### config.mk
export PLATFORM = sky130hd
export DESIGN_NAME = krt_front
export DESIGN_NICKNAME = d
export VERILOG_FILES = /design/src/hdl/krt_pkg.sv /design/src/hdl/krt_front.sv
export SDC_FILE = /design/constraint.sdc
export NUM_CORES = 1
export LEC_CHECK = 0
export BUFFER_PORTS_ARGS = -buffer_cell sky130_fd_sc_hd__buf_2
export CAP_MARGIN = 20
export CELL_PAD_IN_SITES_DETAIL_PLACEMENT = 0
export CELL_PAD_IN_SITES_GLOBAL_PLACEMENT = 2
export CORE_ASPECT_RATIO = 0.75
export CORE_UTILIZATION = 40
export CTS_CLUSTER_SIZE = 12
export DETAILED_ROUTE_END_ITERATION = 8
export GPL_TIMING_DRIVEN = 1
export HOLD_SLACK_MARGIN = 0.1
export PLACE_DENSITY = 0.83
export SLEW_MARGIN = 40
export SYNTH_ARGS = -nofsm -noshare
export SYNTH_HDL_FRONTEND = slang
export SYNTH_SLANG_ARGS = --single-unit
### constraint.sdc
create_clock -name i_clk -period 4.62 [get_ports i_clk]
set_input_delay 1.155 -clock i_clk [delete_from_list [all_inputs] [get_ports i_clk]]
set_output_delay 1.155 -clock i_clk [all_outputs]
set_load 0.02 [all_outputs]
### src/hdl/krt_pkg.sv
// shared types and constants for the keyed record table
`default_nettype none

package krt_pkg;

    localparam int CW       = 7;   // entry count and capacity width
    localparam int KW       = 32;  // key width
    localparam int PW       = 32;  // payload width
    localparam int POSW     = 6;   // reported position width
    localparam int LIST_MAX = 64;  // most records one list transaction emits

    localparam logic [CW-1:0] CAP_RESET = 7'd64;

    typedef enum logic [1:0] {
        OP_INSERT = 2'd0,
        OP_LOOKUP = 2'd1,
        OP_DELETE = 2'd2,
        OP_LIST   = 2'd3
    } t_op;

    typedef enum logic [2:0] {
        ST_OK      = 3'd0,
        ST_FULL    = 3'd1,
        ST_DUP     = 3'd2,
        ST_MISSING = 3'd3,
        ST_EMPTY   = 3'd4
    } t_status;

    typedef struct packed {
        t_op                   op;
        logic signed [KW-1:0]  key;
        logic [PW-1:0]         payload;
    } t_cmd;

    // queue head as seen by the back end
    typedef struct packed {
        logic valid;
        t_cmd cmd;
    } t_qlink;

endpackage

`default_nettype wire

### src/hdl/krt_front.sv
// front end: takes request transactions, decodes them and queues them
`default_nettype none

module krt_front (
    input  logic                              i_clk,
    input  logic                              i_rst_n,
    input  logic                              i_valid,
    output logic                              o_stall,
    input  logic [1:0]                        i_op,
    input  logic signed [krt_pkg::KW-1:0]     i_key,
    input  logic [krt_pkg::PW-1:0]            i_payload_in,
    output krt_pkg::t_qlink                   o_q,
    input  logic                              i_pop
);
    import krt_pkg::*;

    t_cmd       r_slot [2];
    logic       r_wr_ptr;
    logic       r_rd_ptr;
    logic [1:0] r_fill;
    logic [1:0] n_fill;
    logic       push;
    logic       pop;
    t_cmd       in_cmd;

    always_comb begin
        in_cmd.op      = t_op'(i_op);
        in_cmd.key     = i_key;
        in_cmd.payload = i_payload_in;
    end

    assign o_stall = (r_fill == 2'd2);
    assign push    = i_valid && !o_stall;
    assign pop     = i_pop && (r_fill != 2'd0);

    always_comb begin
        case ({push, pop})
            2'b10:   n_fill = r_fill + 2'd1;
            2'b01:   n_fill = r_fill - 2'd1;
            default: n_fill = r_fill;
        endcase
    end

    always_ff @(posedge i_clk) begin
        if (!i_rst_n) begin
            r_wr_ptr <= 1'b0;
            r_rd_ptr <= 1'b0;
            r_fill   <= 2'd0;
        end else begin
            if (push) begin
                r_wr_ptr <= ~r_wr_ptr;
            end
            if (pop) begin
                r_rd_ptr <= ~r_rd_ptr;
            end
            r_fill <= n_fill;
        end
    end

    always_ff @(posedge i_clk) begin
        if (push) begin
            r_slot[r_wr_ptr] <= in_cmd;
        end
    end

    assign o_q.valid = (r_fill != 2'd0);
    assign o_q.cmd   = r_slot[r_rd_ptr];

endmodule

`default_nettype wire

==> reports/qor.yml, run 1 <==
sta:
  fmax_mhz: 323
  rsz0062_at_grt: "false"
  setup_violations: 0
  fin_crit_ns: 3.09
  skew_ns: 0.00735
  tightestPinTransition_ns: 0.634
  period_share: 0.669
  setup_tns_ns: 0
  slew-limit-headroom: 0.577
  hold_viol_final: 0
  drv_slew: 0
job:
  maxCapViolCount: 0
clock_tree:
  postCtsResizedCells: 0
  cts.sinks: 137
  cts-buffers-inserted: 17
  insertion_delay_ns: 0.40
  cts_root_buffer: "clkbuf_16"
  htreeDepth: 4
  cts.clk_slew.worst_paths_ns: 0.05
  cts_buffer_depth: 2
  hold_buffers: 0
  cts_tree: "yes"
  post_cts_buffers: 0
detailed_routing:
  viasPerCell: 4.65
  final_antenna_net_count: 0
  first_pass_iters: 4
  drc: 0
  drt-total-wl_um: 8980
  drt-initial-drc-count: 170
  wire_per_inst_um: 16.0
  vias: 2606
placement:
  dp_cells: 528
  portBuffers: 137
  gp_congestion: 0.707
  post-dp-hpwl_um: 5890
outcome:
  status: "finished, final reports clean"
synth:
  synthesis.instances: 231
  syn_nets: 302
  yosys-top-cells-area: "edfxtp_1, mux2_2, dfxtp_1"
  syn_area_sq_mm: 0.00499
  synth_seq_cells: 137
  seq_area_frac_synth: 0.814
  ys_warn_count: 0
  ys_types: 19
  yosysTopAreaCellShare: 0.794
  syn_avg_cell_area_sq_um: 21.6
  synth_area_leader_cell: "edfxtp_1"
critical_path:
  cp.buffers_inverters: 2
  crit_path_end_kind: "output port"
  crit_path_top_delay_cell: "dfxtp_4"
  cp_cell_sequence: "buf_4 > mux2_2 > buf_2"
  worstSetupPathType: "reg -> out"
  critPathTopFamily: "flip-flops"
  worstPathMaxFanout: 36
  cp_slowest_stage_delay_ns: 0.66
  worstPathArrival_ns: 1.94
  startpoint_type: "flop"
  required_ns: 3.46
power:
  power.leakage_uw: 0.00239
  internal_power_uw: 2670
  power.total_uw: 3800
  p_clk_frac: 0.298
  comb_power_share: 0.264
  power_density_mw_per_mm2: 595
  ir_drop_mv: 0.266
  p_seq_frac: 0.438
  power_switching_uw: 1130
  swShare: 0.297
cells_and_area:
  layout.cells.non_filler: 560
  drive_above_1_share: 0.598
  syn_to_final_growth_pct: 27.8
  final_nets: 456
  n_antenna_cell: 0
global_routing:
  grt-ovfl-total: 0
  grt_pass1_vias: 2739
  antenna_found_initial: 1
  grt_start_max_net_pins: 67
  grtUsageTotal: 0.144
  grt_pass1_wl_um: 13500
die:
  coreArea_sq_mm: 0.0119
  die_x_um: 131
  num_rows: 34
  pin_count: 138
  start_util: 0.421
  die_area_sq_mm: 0.0129
  die_h_um: 98.7
min_path:
  hold_class: "reg -> reg"
[tightest hold or removal path, delay by kind of cell (launching register included)]
kind | cells | cell delay, ns
AOI/OAI and AO/OA | 2 | 0.15
DFF | 1 | 0.31
[metrics by stage]
step           worst slack, ns  hold slack, ns   util  cell area [sq um]
2_1_floorplan             1.36           0.457      -               4990
3_3_place_gp              1.64           0.465  0.495               5870
3_5_place_dp              1.91           0.497  0.495               5880
4_1_cts                   1.46           0.513  0.538               6380
5_1_grt                   1.42           0.555  0.538               6380
6_report                  1.53           0.515  0.538               6380
[cell usage after synthesis (all sizes together)]
| library cell | number |
|---|---|
| edfxtp | 132 |
| mux2 | 66 |
| buf | 7 |
| dfxtp | 5 |
| inv | 3 |
| xnor2 | 3 |
| a21boi | 2 |
| nor2b | 2 |
| o21ai | 2 |
| or3 | 2 |
| and2 | 1 |
| and3 | 1 |
| ha | 1 |
| nand2 | 1 |
| nand2b | 1 |
| o21a | 1 |
| or2 | 1 |
[cells by family after synthesis]
kind of cell,synth area share
DFF,0.814
and+or+nand+nor,0.0113
AOI/OAI and AO/OA,0.00652
xor gates and xnor gates,0.00527
buffers and inverters,0.0113
adders and majority gates,0.00251
muxes,0.149
[metal layers]
layer	share of wire	track usage
met1	0.43	0.172
met2	0.47	0.233
met3	0.088	0.0537
met4	0.012	0.0637
met5	0	0
[cell type report]
| cell class | instances | area [sq um] |
|---|---|---|
| fillers | 975 | 5490 |
| flip-flops and latches | 137 | 4070 |
| multi-input cells | 84 | 872 |
| repair buffers | 142 | 727 |
| clock buffers | 22 | 444 |
| well taps | 162 | 203 |
| clock inverters | 10 | 55.1 |
| inverters | 3 | 11.3 |
[sequential cells by signal (all words and copies together) (netlist names), named ones only]
signal	flops
r_slot	132
r_wr_ptr	1
r_rd_ptr	1
r_fill	2
[final timing paths]
path | from | endpoint | slack [ns] | cells past startpoint
worst max register to register | r_fill[0]$_SDFFE_PN0P_ | r_slot[0][34]$_DFFE_PP_ | 2.72 | 5
worst min register to register | r_wr_ptr$_SDFFE_PN0P_ | r_wr_ptr$_SDFFE_PN0P_ | 0.52 | 2
worst min-delay path | r_wr_ptr$_SDFFE_PN0P_ | r_wr_ptr$_SDFFE_PN0P_ | 0.52 | 2
worst max-delay path | flop | o_q[26] | 1.53 | 3
[cells in the final DEF, fill, tap and decap left out, types with 2 or more instances in the layout]
| master | synthesis | routed |
|---|---|---|
| o21ai_0 | 2 | 2 |
| clkbuf_16 | 0 | 17 |
| clkinv_1 | 0 | 3 |
| mux2_2 | 66 | 66 |
| a21boi_1 | 2 | 2 |
| inv_2 | 1 | 2 |
| edfxtp_1 | 132 | 132 |
| clkbuf_1 | 0 | 5 |
| clkinv_2 | 0 | 4 |
| nor2b_1 | 2 | 2 |
| or3_1 | 2 | 2 |
| clkinvlp_4 | 0 | 2 |
| xnor2_1 | 3 | 3 |
| buf_2 | 3 | 137 |
| buf_4 | 4 | 4 |
| dfxtp_1 | 5 | 4 |
[power groups by stage]
stage               Combinational [uW]  Sequential [uW]  Clock, uW
global placement                  1000             1680          0
CTS                               1020             1670       1160
finish                            1000             1660       1130
floorplan                          747             1640          0
detailed placement                1010             1690          0
global route                      1080             1690       1210
(Power assumes the default switching activity.)
==> inputs of run 2 (changes only) <==
--- a/config.mk
+++ b/config.mk
@@ -10,12 +10,12 @@
 export CELL_PAD_IN_SITES_DETAIL_PLACEMENT = 0
 export CELL_PAD_IN_SITES_GLOBAL_PLACEMENT = 2
 export CORE_ASPECT_RATIO = 0.75
-export CORE_UTILIZATION = 40
+export CORE_UTILIZATION = 38
 export CTS_CLUSTER_SIZE = 12
 export DETAILED_ROUTE_END_ITERATION = 8
 export GPL_TIMING_DRIVEN = 1
 export HOLD_SLACK_MARGIN = 0.1
-export PLACE_DENSITY = 0.83
+export PLACE_DENSITY = 0.8
 export SLEW_MARGIN = 40
 export SYNTH_ARGS = -nofsm -noshare
 export SYNTH_HDL_FRONTEND = slang
==> constraint.sdc (replaced) <==
create_clock -name i_clk -period 3.2 [get_ports i_clk]
set_input_delay 0.8 -clock i_clk [delete_from_list [all_inputs] [get_ports i_clk]]
set_output_delay 0.8 -clock i_clk [all_outputs]
set_load 0.02 [all_outputs]
==> run 2 against run 1 <==
Effect of this change: hold slack worse by 0.0010 ns; setup slack worse by 0.87 ns; register-to-register slack worse by 1.4 ns; non-clock buffer count is 1 higher; sequential share of layout area is 0.44 points lower; routed wire length is 2.4% lower; critical path type unchanged.
==> reports/qor.yml, run 2 (synthesized netlist as in run 1, its figures left out) <==
critical_path:
  crit_path_end_kind: "output port"
  cp.buffers_inverters: 2
  critPathTopFamily: "buffers and inverters"
  cp_cell_sequence: "buf_4 > mux2_2 > buf_2"
  worstSetupPathType: "reg -> out"
  crit_path_top_delay_cell: "buf_4"
  required_ns: 2.40
  cp_slowest_stage_delay_ns: 0.42
  worstPathMaxFanout: 36
  worstPathArrival_ns: 1.74
  startpoint_type: "flop"
detailed_routing:
  viasPerCell: 4.54
  drt-total-wl_um: 8760
  drt-initial-drc-count: 138
  vias: 2568
  final_antenna_net_count: 0
  drc: 0
  wire_per_inst_um: 15.5
  first_pass_iters: 4
global_routing:
  grtUsageTotal: 0.136
  grt_start_max_net_pins: 38
  antenna_found_initial: 0
  grt-ovfl-total: 0
  grt_pass1_vias: 2728
  grt_pass1_wl_um: 13600
die:
  die_area_sq_mm: 0.0136
  die_h_um: 101
  start_util: 0.399
  num_rows: 35
  die_x_um: 134
  pin_count: 138
  coreArea_sq_mm: 0.0125
sta:
  period_share: 0.793
  fin_crit_ns: 2.54
  skew_ns: 0.00844
  hold_viol_final: 0
  drv_slew: 0
  slew-limit-headroom: 0.654
  rsz0062_at_grt: "false"
  setup_violations: 0
  tightestPinTransition_ns: 0.519
  setup_tns_ns: 0
  fmax_mhz: 394
  hold_ws_ns: 0.514
power:
  p_seq_frac: 0.419
  comb_power_share: 0.273
  power_density_mw_per_mm2: 866
  ir_drop_mv: 0.449
  swShare: 0.304
  p_clk_frac: 0.307
  internal_power_uw: 3870
  power.leakage_uw: 0.00239
  power_switching_uw: 1690
cells_and_area:
  final_common_cell: "buf_2"
  drive_above_1_share: 0.612
  final_nets: 457
  final_cell_mix: "buf_2, edfxtp_1, mux2_2, clkbuf_16"
  syn_to_final_growth_pct: 28.6
  top_register: "r_slot"
  layout.cells.non_filler: 566
  reg_top3: "r_slot (132), r_fill (2)"
  largest_reg_flops: 132
clock_tree:
  cts_buffer_depth: 2
  postCtsResizedCells: 0
  cts_root_buffer: "clkbuf_16"
  cts_tree: "yes"
  cts.sinks: 137
  htreeDepth: 4
  cts.clk_slew.worst_paths_ns: 0.06
  post_cts_buffers: 0
  insertion_delay_ns: 0.40
  hold_buffers: 0
  cts-buffers-inserted: 17
outcome:
  status: "finished, final reports clean"
placement:
  post-dp-hpwl_um: 5630
  portBuffers: 137
  gp_congestion: 0.676
  dp_cells: 533
min_path:
  hold_class: "reg -> reg"
job:
  maxCapViolCount: 0
-- run 2: cell types whose count changed in the layout (fill, tap and decap cells not counted), moves of 2 or more --
cell / previous run / this run
clkbuf_1: 5 / 1
clkinvlp_4: 2 / 6
clkinv_2: 4 / 1
buf_4: 4 / 6
inv_6: 0 / 3
-- run 2: power groups by stage --
stage | clock [uW] | combinational [uW] | sequential, uW
5_1_grt | 1850 | 1640 | 2360
3_3_place_gp | 0 | 1530 | 2360
4_1_cts | 1760 | 1550 | 2330
3_5_place_dp | 0 | 1540 | 2370
2_1_floorplan | 0 | 1080 | 2360
6_report | 1710 | 1520 | 2330
-- run 2: area by class of cell --
| type | count | area (sq um) |
|---|---|---|
| clock buffers | 18 | 429 |
| diodes | 1 | 2.50 |
| repair buffers | 143 | 731 |
| fillers | 1060 | 6100 |
| flip-flops and latches | 137 | 4070 |
| multi-input cells | 84 | 872 |
| well taps | 166 | 208 |
| clock inverters | 14 | 101 |
| inverters | 3 | 11.3 |
-- run 2: through the flow --
step            util  total power (uW)  cell area [sq um]  setup slack [ns]
2_1_floorplan      -              3440               4990             0.296
3_3_place_gp   0.470              3890               5890              1.00
3_5_place_dp   0.470              3910               5890             0.988
4_1_cts        0.512              5650               6420             0.632
5_1_grt        0.512              5840               6420             0.591
6_report       0.513              5560               6420             0.662
-- run 2: final timing paths --
path	depth (start not counted)	end	slack [ns]	startpoint
worst max register to register	5	r_slot[0][55]$_DFFE_PP_	1.33	r_fill[0]$_SDFFE_PN0P_
worst min-delay path	2	r_wr_ptr$_SDFFE_PN0P_	0.51	r_wr_ptr$_SDFFE_PN0P_
worst max-delay path	3	o_q[56]	0.66	flop
worst min register to register	2	r_wr_ptr$_SDFFE_PN0P_	0.51	r_wr_ptr$_SDFFE_PN0P_
-- run 2: tightest hold or removal path, stage by stage (launching register included) --
cell	delay (ns)
dfxtp_1	0.32
o21ai_0	0.07
a21boi_1	0.07
-- run 2: routing by layer --
metal | wire length, um | track usage | part of all wire | vias to the layer above
met1 | 3710 | 0.154 | 0.42 | 1239
met5 | 0 | 0 | 0 | -
met3 | 902 | 0.0741 | 0.10 | 6
met4 | 52 | 0.0467 | 0.0059 | 0
li1 | - | - | - | 1226
met2 | 4100 | 0.220 | 0.47 | 97
==> inputs of run 3 (changes only) <==
==> constraint.sdc (replaced) <==
create_clock -name i_clk -period 2.6 [get_ports i_clk]
set_input_delay 0.65 -clock i_clk [delete_from_list [all_inputs] [get_ports i_clk]]
set_output_delay 0.65 -clock i_clk [all_outputs]
set_load 0.02 [all_outputs]
==> run 3 against run 2 <==
Effect of this change: critical path depth stayed put; cell area up 0.49%; routed wire length about the same; setup slack got worse by 0.40 ns; non-clock buffer count is 1 lower; core utilization grew 0.25 points; register-to-register slack worse by 0.56 ns; final cell count fell by 0.71%; critical path type unchanged.
==> reports/qor.yml, run 3 (synthesized netlist as in run 1, its figures left out) <==
outcome:
  status: "finished, final reports clean"
clock_tree:
  cts-buffers-inserted: 17
  postCtsResizedCells: 0
  hold_buffers: 0
  cts.clk_slew.worst_paths_ns: 0.06
  cts_root_buffer: "clkbuf_16"
  post_cts_buffers: 0
  insertion_delay_ns: 0.40
  cts_tree: "yes"
  htreeDepth: 4
  cts_buffer_depth: 2
  cts.sinks: 137
cells_and_area:
  n_antenna_cell: 0
  drive_above_1_share: 0.606
  reg_top3: "r_slot (132), r_fill (2)"
  final_area_sq_mm: 0.00645
  top_register: "r_slot"
  final_nets: 456
  final_cell_mix: "buf_2, edfxtp_1, mux2_2, clkbuf_16, clkinv_2"
  utilization: 0.515
  largest_reg_flops: 132
  syn_to_final_growth_pct: 29.3
  final_common_cell: "buf_2"
power:
  p_seq_frac: 0.419
  power.total_uw: 6890
  swShare: 0.293
  power_density_mw_per_mm2: 1070
  ir_drop_mv: 0.702
  internal_power_uw: 4870
  p_clk_frac: 0.305
  power.leakage_uw: 0.00241
  comb_power_share: 0.275
  power_switching_uw: 2020
sta:
  rsz0062_at_grt: "false"
  fin_crit_ns: 2.34
  slew-limit-headroom: 0.728
  setup_tns_ns: 0
  tightestPinTransition_ns: 0.408
  hold_viol_final: 0
  period_share: 0.901
  fmax_mhz: 427
  skew_ns: 0.00632
  drv_slew: 0
  setup_violations: 0
critical_path:
  worstPathMaxFanout: 32
  worstPathArrival_ns: 1.69
  crit_path_end_kind: "output port"
  required_ns: 1.95
  worstSetupPathType: "reg -> out"
  startpoint_type: "flop"
placement:
  portBuffers: 137
  post_dp_cell_area_sq_mm: 0.00593
  post-dp-hpwl_um: 5650
  gp_congestion: 0.697
job:
  maxCapViolCount: 0
min_path:
  hold_class: "in -> reg"
detailed_routing:
  viasPerCell: 4.59
  drt-total-wl_um: 8750
  vias: 2578
  wire_per_inst_um: 15.6
  final_antenna_net_count: 0
  drc: 0
  first_pass_iters: 4
  drt-initial-drc-count: 127
die:
  die_x_um: 134
  die_area_sq_mm: 0.0136
  coreArea_sq_mm: 0.0125
  pin_count: 138
  die_h_um: 101
  num_rows: 35
  start_util: 0.399
global_routing:
  grt_start_max_net_pins: 67
  grt-ovfl-total: 0
  grtUsageTotal: 0.138
  antenna_found_initial: 1
  grt_pass1_vias: 2697
  grt_pass1_wl_um: 13500
[run 3: cell count changes in the layout (fill, tap and decap cells not counted), moves of 2 or more]
cell        previous run  this run
buf_4                  6         1
buf_12                 0         4
clkinv_2               1         5
inv_6                  3         0
clkbuf_1               1         3
clkinv_4               2         0
clkinvlp_4             6         4
[run 3: final timing paths]
kind	startpoint	endpoint	slack, ns	cells past startpoint
worst min register to register	r_wr_ptr$_SDFFE_PN0P_	r_wr_ptr$_SDFFE_PN0P_	0.49	2
worst max register to register	r_fill[0]$_SDFFE_PN0P_	r_slot[0][13]$_DFFE_PP_	0.77	5
worst max-delay path	flop	o_q[30]	0.26	3
worst min-delay path	i_key[7]	r_slot[0][39]$_DFFE_PP_	0.44	1
[run 3: power by group through the flow]
stage | Sequential, uW | Clock (uW) | Combinational (uW)
after floorplan | 2900 | 0 | 1330
after global placement | 2920 | 0 | 1930
after detailed placement | 2940 | 0 | 1920
after CTS | 2890 | 2160 | 1930
after global routing | 2920 | 2270 | 2050
final | 2890 | 2100 | 1900
[run 3: cell type report]
type,count,area [sq um]
clock buffer,20,437
clock inverter,10,81.3
fill,1063,6070
inverter,3,15.0
multi-input combinational,84,872
sequential,137,4070
tap,166,208
timing repair buffer,142,773
[run 3: critical path: stages, from the launching register on]
cell and delay [ns]:
dfxtp_2 0.48, buf_12 0.24, mux2_2 0.37, buf_2 0.16
[run 3: stage by stage]
stage | setup WS, ns | std cells | hold slack (ns)
floorplan | 0.413 | 231 | 0.457
global placement | 0.548 | 532 | 0.472
detailed placement | 0.543 | 532 | 0.474
CTS | 0.227 | 562 | 0.415
global route | 0.160 | 562 | 0.409
finish | 0.257 | 562 | 0.435
[run 3: per-layer routing]
layer  up-vias  share of wire  track usage  wire length (um)
li1       1217              -            -                 -
met2       110           0.45        0.214              3900
met4         2          0.011       0.0596                94
met1      1237           0.43        0.155              3760
met5         -         0.0015            0                13
met3        12           0.11       0.0811               987
